File: config.mk
export PLATFORM = sky130hd
export DESIGN_NAME = ccmp_front_flat
export DESIGN_NICKNAME = d
export VERILOG_FILES = /design/src/hdl/ccmp_pkg.sv /design/src/hdl/ccmp_if.sv /design/src/hdl/ccmp_front.sv /design/src/flat_wrapper.sv
export SDC_FILE = /design/constraint.sdc
export NUM_CORES = 1
export LEC_CHECK = 0
export BUFFER_PORTS_ARGS = -buffer_cell sky130_fd_sc_hd__buf_2
export CELL_PAD_IN_SITES_DETAIL_PLACEMENT = 1
export CELL_PAD_IN_SITES_GLOBAL_PLACEMENT = 1
export CORE_UTILIZATION = 23
export CTS_CLUSTER_DIAMETER = 80
export CTS_CLUSTER_SIZE = 16
export DETAILED_ROUTE_END_ITERATION = 12
export HOLD_SLACK_MARGIN = 0.02
export PLACE_DENSITY = 0.44
export SLEW_MARGIN = 20
export SYNTH_ARGS = -nofsm -noshare
export SYNTH_HDL_FRONTEND = slang
export SYNTH_SLANG_ARGS = --single-unit
File: constraint.sdc
create_clock -name clock -period 2.45 [get_ports clock]
set_input_delay 0.6125 -clock clock [delete_from_list [all_inputs] [get_ports clock]]
set_output_delay 0.6125 -clock clock [all_outputs]
set_load 0.05 [all_outputs]
File: src/hdl/ccmp_pkg.sv
// Package: constants, types and AES helper functions for the CCMP engine.
package ccmp_pkg;

   // Storage
   localparam int QUEUE_DEPTH = 4;
   localparam int NUM_ROUND_KEYS = 11;
   localparam int LAST_ROUND = 10;

   // Block formatting constants
   localparam logic [7:0] ADATA_FLAG = 8'h40;
   localparam logic [7:0] B0_FLAGS = 8'h19;
   localparam logic [7:0] CTR_FLAGS = 8'h01;

   // Configuration register indexes
   localparam logic [2:0] CSR_KEY_HIGH = 3'd0;
   localparam logic [2:0] CSR_KEY_LOW = 3'd1;
   localparam logic [2:0] CSR_NONCE_UPPER = 3'd2;
   localparam logic [2:0] CSR_NONCE_LOWER = 3'd3;
   localparam logic [2:0] CSR_AAD_LENGTH = 3'd4;
   localparam logic [2:0] CSR_MESSAGE_LENGTH = 3'd5;
   localparam logic [2:0] CSR_DIRECTION = 3'd6;

   // Request function codes
   localparam logic FUNC_START = 1'b0;
   localparam logic FUNC_DATA = 1'b1;

   // Result kinds
   localparam logic [1:0] KIND_MSG = 2'd0;
   localparam logic [1:0] KIND_MIC = 2'd1;
   localparam logic [1:0] KIND_VERIFY = 2'd2;

   typedef enum logic [3:0] {
      ST_IDLE,
      ST_KEY,
      ST_LOAD,
      ST_RUN,
      ST_SECTION,
      ST_MSG,
      ST_TAG,
      ST_VERIFY
   } state_type;

   typedef enum logic [1:0] {
      PH_IDLE,
      PH_AAD,
      PH_MSG,
      PH_MIC
   } phase_type;

   typedef enum logic [1:0] {
      DST_B0,
      DST_MASK,
      DST_KS,
      DST_ABSORB
   } dest_type;

   localparam logic [7:0] SBOX [256] = '{
      8'h63,8'h7c,8'h77,8'h7b,8'hf2,8'h6b,8'h6f,8'hc5,8'h30,8'h01,8'h67,8'h2b,8'hfe,8'hd7,8'hab,8'h76,
      8'hca,8'h82,8'hc9,8'h7d,8'hfa,8'h59,8'h47,8'hf0,8'had,8'hd4,8'ha2,8'haf,8'h9c,8'ha4,8'h72,8'hc0,
      8'hb7,8'hfd,8'h93,8'h26,8'h36,8'h3f,8'hf7,8'hcc,8'h34,8'ha5,8'he5,8'hf1,8'h71,8'hd8,8'h31,8'h15,
      8'h04,8'hc7,8'h23,8'hc3,8'h18,8'h96,8'h05,8'h9a,8'h07,8'h12,8'h80,8'he2,8'heb,8'h27,8'hb2,8'h75,
      8'h09,8'h83,8'h2c,8'h1a,8'h1b,8'h6e,8'h5a,8'ha0,8'h52,8'h3b,8'hd6,8'hb3,8'h29,8'he3,8'h2f,8'h84,
      8'h53,8'hd1,8'h00,8'hed,8'h20,8'hfc,8'hb1,8'h5b,8'h6a,8'hcb,8'hbe,8'h39,8'h4a,8'h4c,8'h58,8'hcf,
      8'hd0,8'hef,8'haa,8'hfb,8'h43,8'h4d,8'h33,8'h85,8'h45,8'hf9,8'h02,8'h7f,8'h50,8'h3c,8'h9f,8'ha8,
      8'h51,8'ha3,8'h40,8'h8f,8'h92,8'h9d,8'h38,8'hf5,8'hbc,8'hb6,8'hda,8'h21,8'h10,8'hff,8'hf3,8'hd2,
      8'hcd,8'h0c,8'h13,8'hec,8'h5f,8'h97,8'h44,8'h17,8'hc4,8'ha7,8'h7e,8'h3d,8'h64,8'h5d,8'h19,8'h73,
      8'h60,8'h81,8'h4f,8'hdc,8'h22,8'h2a,8'h90,8'h88,8'h46,8'hee,8'hb8,8'h14,8'hde,8'h5e,8'h0b,8'hdb,
      8'he0,8'h32,8'h3a,8'h0a,8'h49,8'h06,8'h24,8'h5c,8'hc2,8'hd3,8'hac,8'h62,8'h91,8'h95,8'he4,8'h79,
      8'he7,8'hc8,8'h37,8'h6d,8'h8d,8'hd5,8'h4e,8'ha9,8'h6c,8'h56,8'hf4,8'hea,8'h65,8'h7a,8'hae,8'h08,
      8'hba,8'h78,8'h25,8'h2e,8'h1c,8'ha6,8'hb4,8'hc6,8'he8,8'hdd,8'h74,8'h1f,8'h4b,8'hbd,8'h8b,8'h8a,
      8'h70,8'h3e,8'hb5,8'h66,8'h48,8'h03,8'hf6,8'h0e,8'h61,8'h35,8'h57,8'hb9,8'h86,8'hc1,8'h1d,8'h9e,
      8'he1,8'hf8,8'h98,8'h11,8'h69,8'hd9,8'h8e,8'h94,8'h9b,8'h1e,8'h87,8'he9,8'hce,8'h55,8'h28,8'hdf,
      8'h8c,8'ha1,8'h89,8'h0d,8'hbf,8'he6,8'h42,8'h68,8'h41,8'h99,8'h2d,8'h0f,8'hb0,8'h54,8'hbb,8'h16
   };

   localparam logic [7:0] RCON [10] = '{
      8'h01,8'h02,8'h04,8'h08,8'h10,8'h20,8'h40,8'h80,8'h1b,8'h36
   };

   // Byte k of a block, byte 0 in the top bits
   function automatic logic [7:0] get_byte(input logic [127:0] v, input logic [3:0] k);
      get_byte = v[127 - 8*k -: 8];
   endfunction

   function automatic logic [127:0] set_byte(input logic [127:0] v, input logic [3:0] k,
                                             input logic [7:0] b);
      logic [127:0] r;
      r = v;
      r[127 - 8*k -: 8] = b;
      set_byte = r;
   endfunction

   function automatic logic [7:0] xtime(input logic [7:0] v);
      xtime = {v[6:0], 1'b0} ^ (v[7] ? 8'h1b : 8'h00);
   endfunction

   // One AES round without the round key; the final round skips MixColumns
   function automatic logic [127:0] aes_round(input logic [127:0] s, input logic final_rnd);
      logic [7:0] t [16];
      logic [7:0] a0, a1, a2, a3, all;
      logic [127:0] r;
      for (int c = 0; c < 4; c++) begin
         for (int i = 0; i < 4; i++) begin
            t[i + 4*c] = SBOX[get_byte(s, 4'((i + 4*((c + i) % 4))))];
         end
      end
      for (int c = 0; c < 4; c++) begin
         a0 = t[4*c];
         a1 = t[4*c+1];
         a2 = t[4*c+2];
         a3 = t[4*c+3];
         all = a0 ^ a1 ^ a2 ^ a3;
         if (!final_rnd) begin
            t[4*c]   = a0 ^ all ^ xtime(a0 ^ a1);
            t[4*c+1] = a1 ^ all ^ xtime(a1 ^ a2);
            t[4*c+2] = a2 ^ all ^ xtime(a2 ^ a3);
            t[4*c+3] = a3 ^ all ^ xtime(a3 ^ a0);
         end
      end
      for (int k = 0; k < 16; k++) begin
         r[127 - 8*k -: 8] = t[k];
      end
      aes_round = r;
   endfunction

   // Next round key from the previous one
   function automatic logic [127:0] key_next(input logic [127:0] k, input logic [7:0] rc);
      logic [31:0] tw, w0, w1, w2, w3;
      tw = {SBOX[k[23:16]] ^ rc, SBOX[k[15:8]], SBOX[k[7:0]], SBOX[k[31:24]]};
      w0 = k[127:96] ^ tw;
      w1 = k[95:64] ^ w0;
      w2 = k[63:32] ^ w1;
      w3 = k[31:0] ^ w2;
      key_next = {w0, w1, w2, w3};
   endfunction

endpackage

File: src/hdl/ccmp_if.sv
// Interfaces: request and response channels with valid/ready handshake.
interface ccmp_req_if;
   logic       valid;
   logic       ready;
   logic       func;
   logic [7:0] data_byte;
   modport source (output valid, output func, output data_byte, input ready);
   modport sink (input valid, input func, input data_byte, output ready);
endinterface


File: src/hdl/ccmp_front.sv
// Front end: accepts requests into a short queue ahead of the engine.
module ccmp_front #(
   parameter int QUEUE_DEPTH = ccmp_pkg::QUEUE_DEPTH
) (
   input  logic clock,
   input  logic reset,
   ccmp_req_if.sink   req_if,
   ccmp_req_if.source q_if
);
   localparam int PW = (QUEUE_DEPTH > 1) ? $clog2(QUEUE_DEPTH) : 1;
   localparam int CW = $clog2(QUEUE_DEPTH + 1);

   logic       func_ff [QUEUE_DEPTH];
   logic [7:0] data_ff [QUEUE_DEPTH];
   logic [PW-1:0] wr_ptr_ff, wr_ptr_in, rd_ptr_ff, rd_ptr_in;
   logic [CW-1:0] count_ff, count_in;
   logic push, pop;

   assign req_if.ready = (count_ff != CW'(QUEUE_DEPTH));
   assign push = req_if.valid && req_if.ready;
   assign q_if.valid = (count_ff != '0);
   assign pop = q_if.valid && q_if.ready;
   assign q_if.func = func_ff[rd_ptr_ff];
   assign q_if.data_byte = data_ff[rd_ptr_ff];

   // Pointer and fill count update
   always_comb begin
      wr_ptr_in = wr_ptr_ff;
      rd_ptr_in = rd_ptr_ff;
      if (push) begin
         wr_ptr_in = (wr_ptr_ff == PW'(QUEUE_DEPTH - 1)) ? '0 : wr_ptr_ff + 1'b1;
      end
      if (pop) begin
         rd_ptr_in = (rd_ptr_ff == PW'(QUEUE_DEPTH - 1)) ? '0 : rd_ptr_ff + 1'b1;
      end
      count_in = count_ff + CW'(push) - CW'(pop);
   end

   always_ff @(posedge clock) begin
      if (reset) begin
         wr_ptr_ff <= '0;
         rd_ptr_ff <= '0;
         count_ff <= '0;
      end else begin
         wr_ptr_ff <= wr_ptr_in;
         rd_ptr_ff <= rd_ptr_in;
         count_ff <= count_in;
      end
   end

   // Queue storage
   always_ff @(posedge clock) begin
      if (push) begin
         func_ff[wr_ptr_ff] <= req_if.func;
         data_ff[wr_ptr_ff] <= req_if.data_byte;
      end
   end
endmodule

File: src/flat_wrapper.sv
// flat-port wrapper written by rule: the top's interface ports become plain ports
module ccmp_front_flat 
#(
   parameter int QUEUE_DEPTH = ccmp_pkg::QUEUE_DEPTH
)
  (clock, reset, req_if_valid, req_if_func, req_if_data_byte, req_if_ready, q_if_valid, q_if_func, q_if_data_byte, q_if_ready);
  ccmp_req_if req_if_i ();
  ccmp_req_if q_if_i ();
  input  logic clock;
  input  logic reset;
  input wire logic [$bits(req_if_i.valid)-1:0] req_if_valid;
  input wire logic [$bits(req_if_i.func)-1:0] req_if_func;
  input wire logic [$bits(req_if_i.data_byte)-1:0] req_if_data_byte;
  output wire logic [$bits(req_if_i.ready)-1:0] req_if_ready;
  output wire logic [$bits(q_if_i.valid)-1:0] q_if_valid;
  output wire logic [$bits(q_if_i.func)-1:0] q_if_func;
  output wire logic [$bits(q_if_i.data_byte)-1:0] q_if_data_byte;
  input wire logic [$bits(q_if_i.ready)-1:0] q_if_ready;
  assign req_if_i.valid = req_if_valid;
  assign req_if_i.func = req_if_func;
  assign req_if_i.data_byte = req_if_data_byte;
  assign req_if_ready = req_if_i.ready;
  assign q_if_valid = q_if_i.valid;
  assign q_if_func = q_if_i.func;
  assign q_if_data_byte = q_if_i.data_byte;
  assign q_if_i.ready = q_if_ready;
  ccmp_front #(.QUEUE_DEPTH(QUEUE_DEPTH)) u_core (.clock(clock), .reset(reset), .req_if(req_if_i), .q_if(q_if_i));
endmodule
==> out/results.txt <==
Share of cells above drive strength 1: 37.5%
Port bufs: 23
Post-route DRC: 0
Critical path startpoint: u_core.count_ff[2]
Post-CTS setup buffers: 0
Ys Warns: 0
Worst vdd ir: 386 uV
CTS tree: done
Final Setup Violations: 0
Most common library cells after synthesis: 36 x edfxtp_1, 9 x dfxtp_1, 9 x mux4_2
CTS Hold Bufs: 0
Post-synth EDFFs: 36
Crit path time final: 2.25 ns
Setup crit end kind: flip-flop
Clock Skew: 0.00880 ns
HPWL after DPL: 2290 um
Synth Area in Compound Gates: 1.68%
Clock power share: 19.9%
Ant. Diodes: 0
Full die area: 8150 sq um
Crit path max fanout: 5
Worst-margin pin slew: 0.527 ns
Synthesized area per cell: 18.1 sq um
Syn_nets: 120
TritonRoute pass-1 iters: 4
Area grow syn2layout: 17.7%
Post_cts resized: 0
Later-pin clock latency in the skew report: 0.30 ns
Vias per std cell: 4.09
P_int: 1.39 mW
Total of max-cap violations: 0
Post-Synth XOR/XNOR Area: 0.489%
Yosys top cell by area: edfxtp_1
Worst path bufs/invs: 3
DRT antenna net count: 0
Sequential share of power: 45.5%
Root buffer cell: clkbuf_8
Delay-heaviest family, CP: adder cells
Power per cell area: 1040 nW/um^2
Top-count cell post-synth: edfxtp_1
Combinational power share: 34.6%
Initial DRC count: 62
Vias in the first global route: 1008
Multi-input logic area: 490 sq um
Required @ worst endpoint: 2.67 ns
Slowest CP cell: fa_1
Post-Synth Adder-Cell Area: 6.01%
RSZ-0062 raised after global routing: no
Synth Area in Simple Gates: 6.77%
Mux share of post-synthesis cell area: 12.4%
Register area share after synthesis: 70.4%
Synth top area share: 60.3%
Fmax: 445 MHz
P_leak: 0.765 nW
Net Switching: 802 uW
First-pass GRT wire length: 5370 um
Avg WL per Cell: 14.5 um
Final period util: 91.6%
Switching portion of total power: 36.6%
Flops & latches, synth: 45
Die Span X: 90.3 um
Worst flop-to-flop path endpoint: u_core.count_ff[2]
Crit start category: flip-flop
Fraction of registers with async set or reset after synthesis: 0%
HP Class: flip-flop to flip-flop
Worst path arrival time: 2.46 ns
Starting Density: 24.2%
I/O pin count: 24
Synth Flop Type: edfxtp_1
Gr ovfl total: 0
Pins Over Slew Limit: 0
CP peak stage delay: 0.37 ns
H-tree levels: 2
Largest family of logic cells by synthesized area: multiplexers
Initial antenna violation count: 0
FF+latch area: 1260 sq um
DIE HEIGHT: 90.3 um
Worst path cell trace: o31ai_1 > inv_1 > ha_1 > inv_1 > ha_1 > inv_1 > fa_1 > xor2_1 > and2_2 > nor3_1
Final Hold Viols: 0
Post-Synthesis Cells: 99
Number of fill cells: 795
Worst relative slew slack: 64.8%
Critical R2R Launch: u_core.count_ff[2]
Reg2reg setup slack: 0.20 ns
Synth area leaders: edfxtp_1 60%, mux4_2 11%, dfxtp_1 10%
CTS Buf Count: 5
Post-Syn Area: 1790 sq um
GPL Wtd Cong: 0.689
Cells on worst reg2reg path: 10
Fin Setup TNS: 0 ns
Rows: 31
Final nets: 148
Final Instance Count excl. Fillers: 227
Max Root-Sink Buffers: 2
Vias: 929
Reg clk slew, reported paths: 0.08 ns
Synth cell types: 27
WL final: 3300 um
CP endpoint: u_core.count_ff[2]
Setup CP Type: flip-flop to flip-flop
Clock sink total: 45
Status: finished, final reports clean
Overall routing resource usage: 8.96%
Total core area: 7410 sq um
Most frequent CP cell: inv_1
Largest net degree at the start of global routing: 14
Cells after DPL: 219
Levels on crit path: 10
## cells by family after synthesis
family | Yosys count
flip-flops | 45
AND/OR/NAND/NOR | 20
multiplexers | 11
buffers and inverters | 10
adder cells (fa/ha/maj) | 8
AO/OA/AOI/OAI | 4
XOR/XNOR | 1
## sequential cells by signal, summed over array words and instances, names as in the netlist, named ones only
name,count
u_core.wr_ptr_ff,2
u_core.rd_ptr_ff,2
u_core.count_ff,3
u_core.data_ff,32
u_core.func_ff,4
## worst min-delay path, cell delays in order, from the launching register on
cell,delay (ns)
dfxtp_1,0.33
nand2_1,0.08
a21oi_1,0.06
## power by group through the flow
stage | clock network (mW) | registers [mW] | logic [mW]
global route | 0.480 | 1.01 | 0.822
finish | 0.437 | 0.996 | 0.758
CTS | 0.457 | 0.999 | 0.776
global placement | 0 | 1.01 | 0.751
floorplan | 0 | 0.987 | 0.612
detailed placement | 0 | 1.02 | 0.773
## cells in the final DEF, fill, tap and decap left out, types with 2 or more instances in the layout
master,synthesis,routed
nor3_1,2,2
mux2i_1,2,2
dfxtp_1,9,9
buf_4,0,2
a21oi_1,2,2
nand2b_1,2,2
inv_1,6,6
buf_2,1,23
clkinv_1,0,2
clkbuf_8,0,5
mux4_2,9,9
nor2_1,4,4
and3_2,4,4
ha_1,7,7
edfxtp_1,36,36
## worst min path at each step
stage | startpoint | to | slack (ns) | cells after the start
after CTS | req_if_data_byte[5] | u_core.data_ff[2][5] | 0.52 | 1
after global routing | req_if_data_byte[5] | u_core.data_ff[2][5] | 0.52 | 1
after floorplan | u_core.rd_ptr_ff[0] | flip-flop | 0.47 | 2
after detailed placement | u_core.rd_ptr_ff[0] | flip-flop | 0.50 | 2
final | u_core.rd_ptr_ff[0] | u_core.rd_ptr_ff[0] | 0.52 | 2
after global placement | u_core.rd_ptr_ff[0] | u_core.rd_ptr_ff[0] | 0.49 | 2
## final cells by class
cell class / count / share of cell area, %
flip-flops and latches: 45 / 59.8
clock buffers: 5 / 3.26
multi-input cells: 44 / 23.3
inverters: 6 / 1.07
repair buffers: 25 / 6.17
clock inverters: 3 / 0.593
well taps: 99 / 5.87
## stage by stage
stage	power, mW	util, %	hold slack, ns	setup slack [ns]	cell area (sq um)
after floorplan	1.60	-	0.471	0.275	1790
after global routing	2.31	28.5	0.525	0.00675	2110
after global placement	1.76	27.4	0.489	0.203	2030
after detailed placement	1.79	27.4	0.501	0.0816	2030
final	2.19	28.5	0.521	0.205	2110
after CTS	2.23	28.5	0.518	0.167	2110
## routing by layer
metal | up-vias | track usage (%) | part of all wire [%]
met5 | - | 0 | 0
met4 | 0 | 4.44 | 1.9
li1 | 429 | - | -
met1 | 473 | 9.91 | 43
met3 | 6 | 3.20 | 4.9
met2 | 21 | 15.2 | 50
Note: power is estimated with default switching activity, not from simulation.
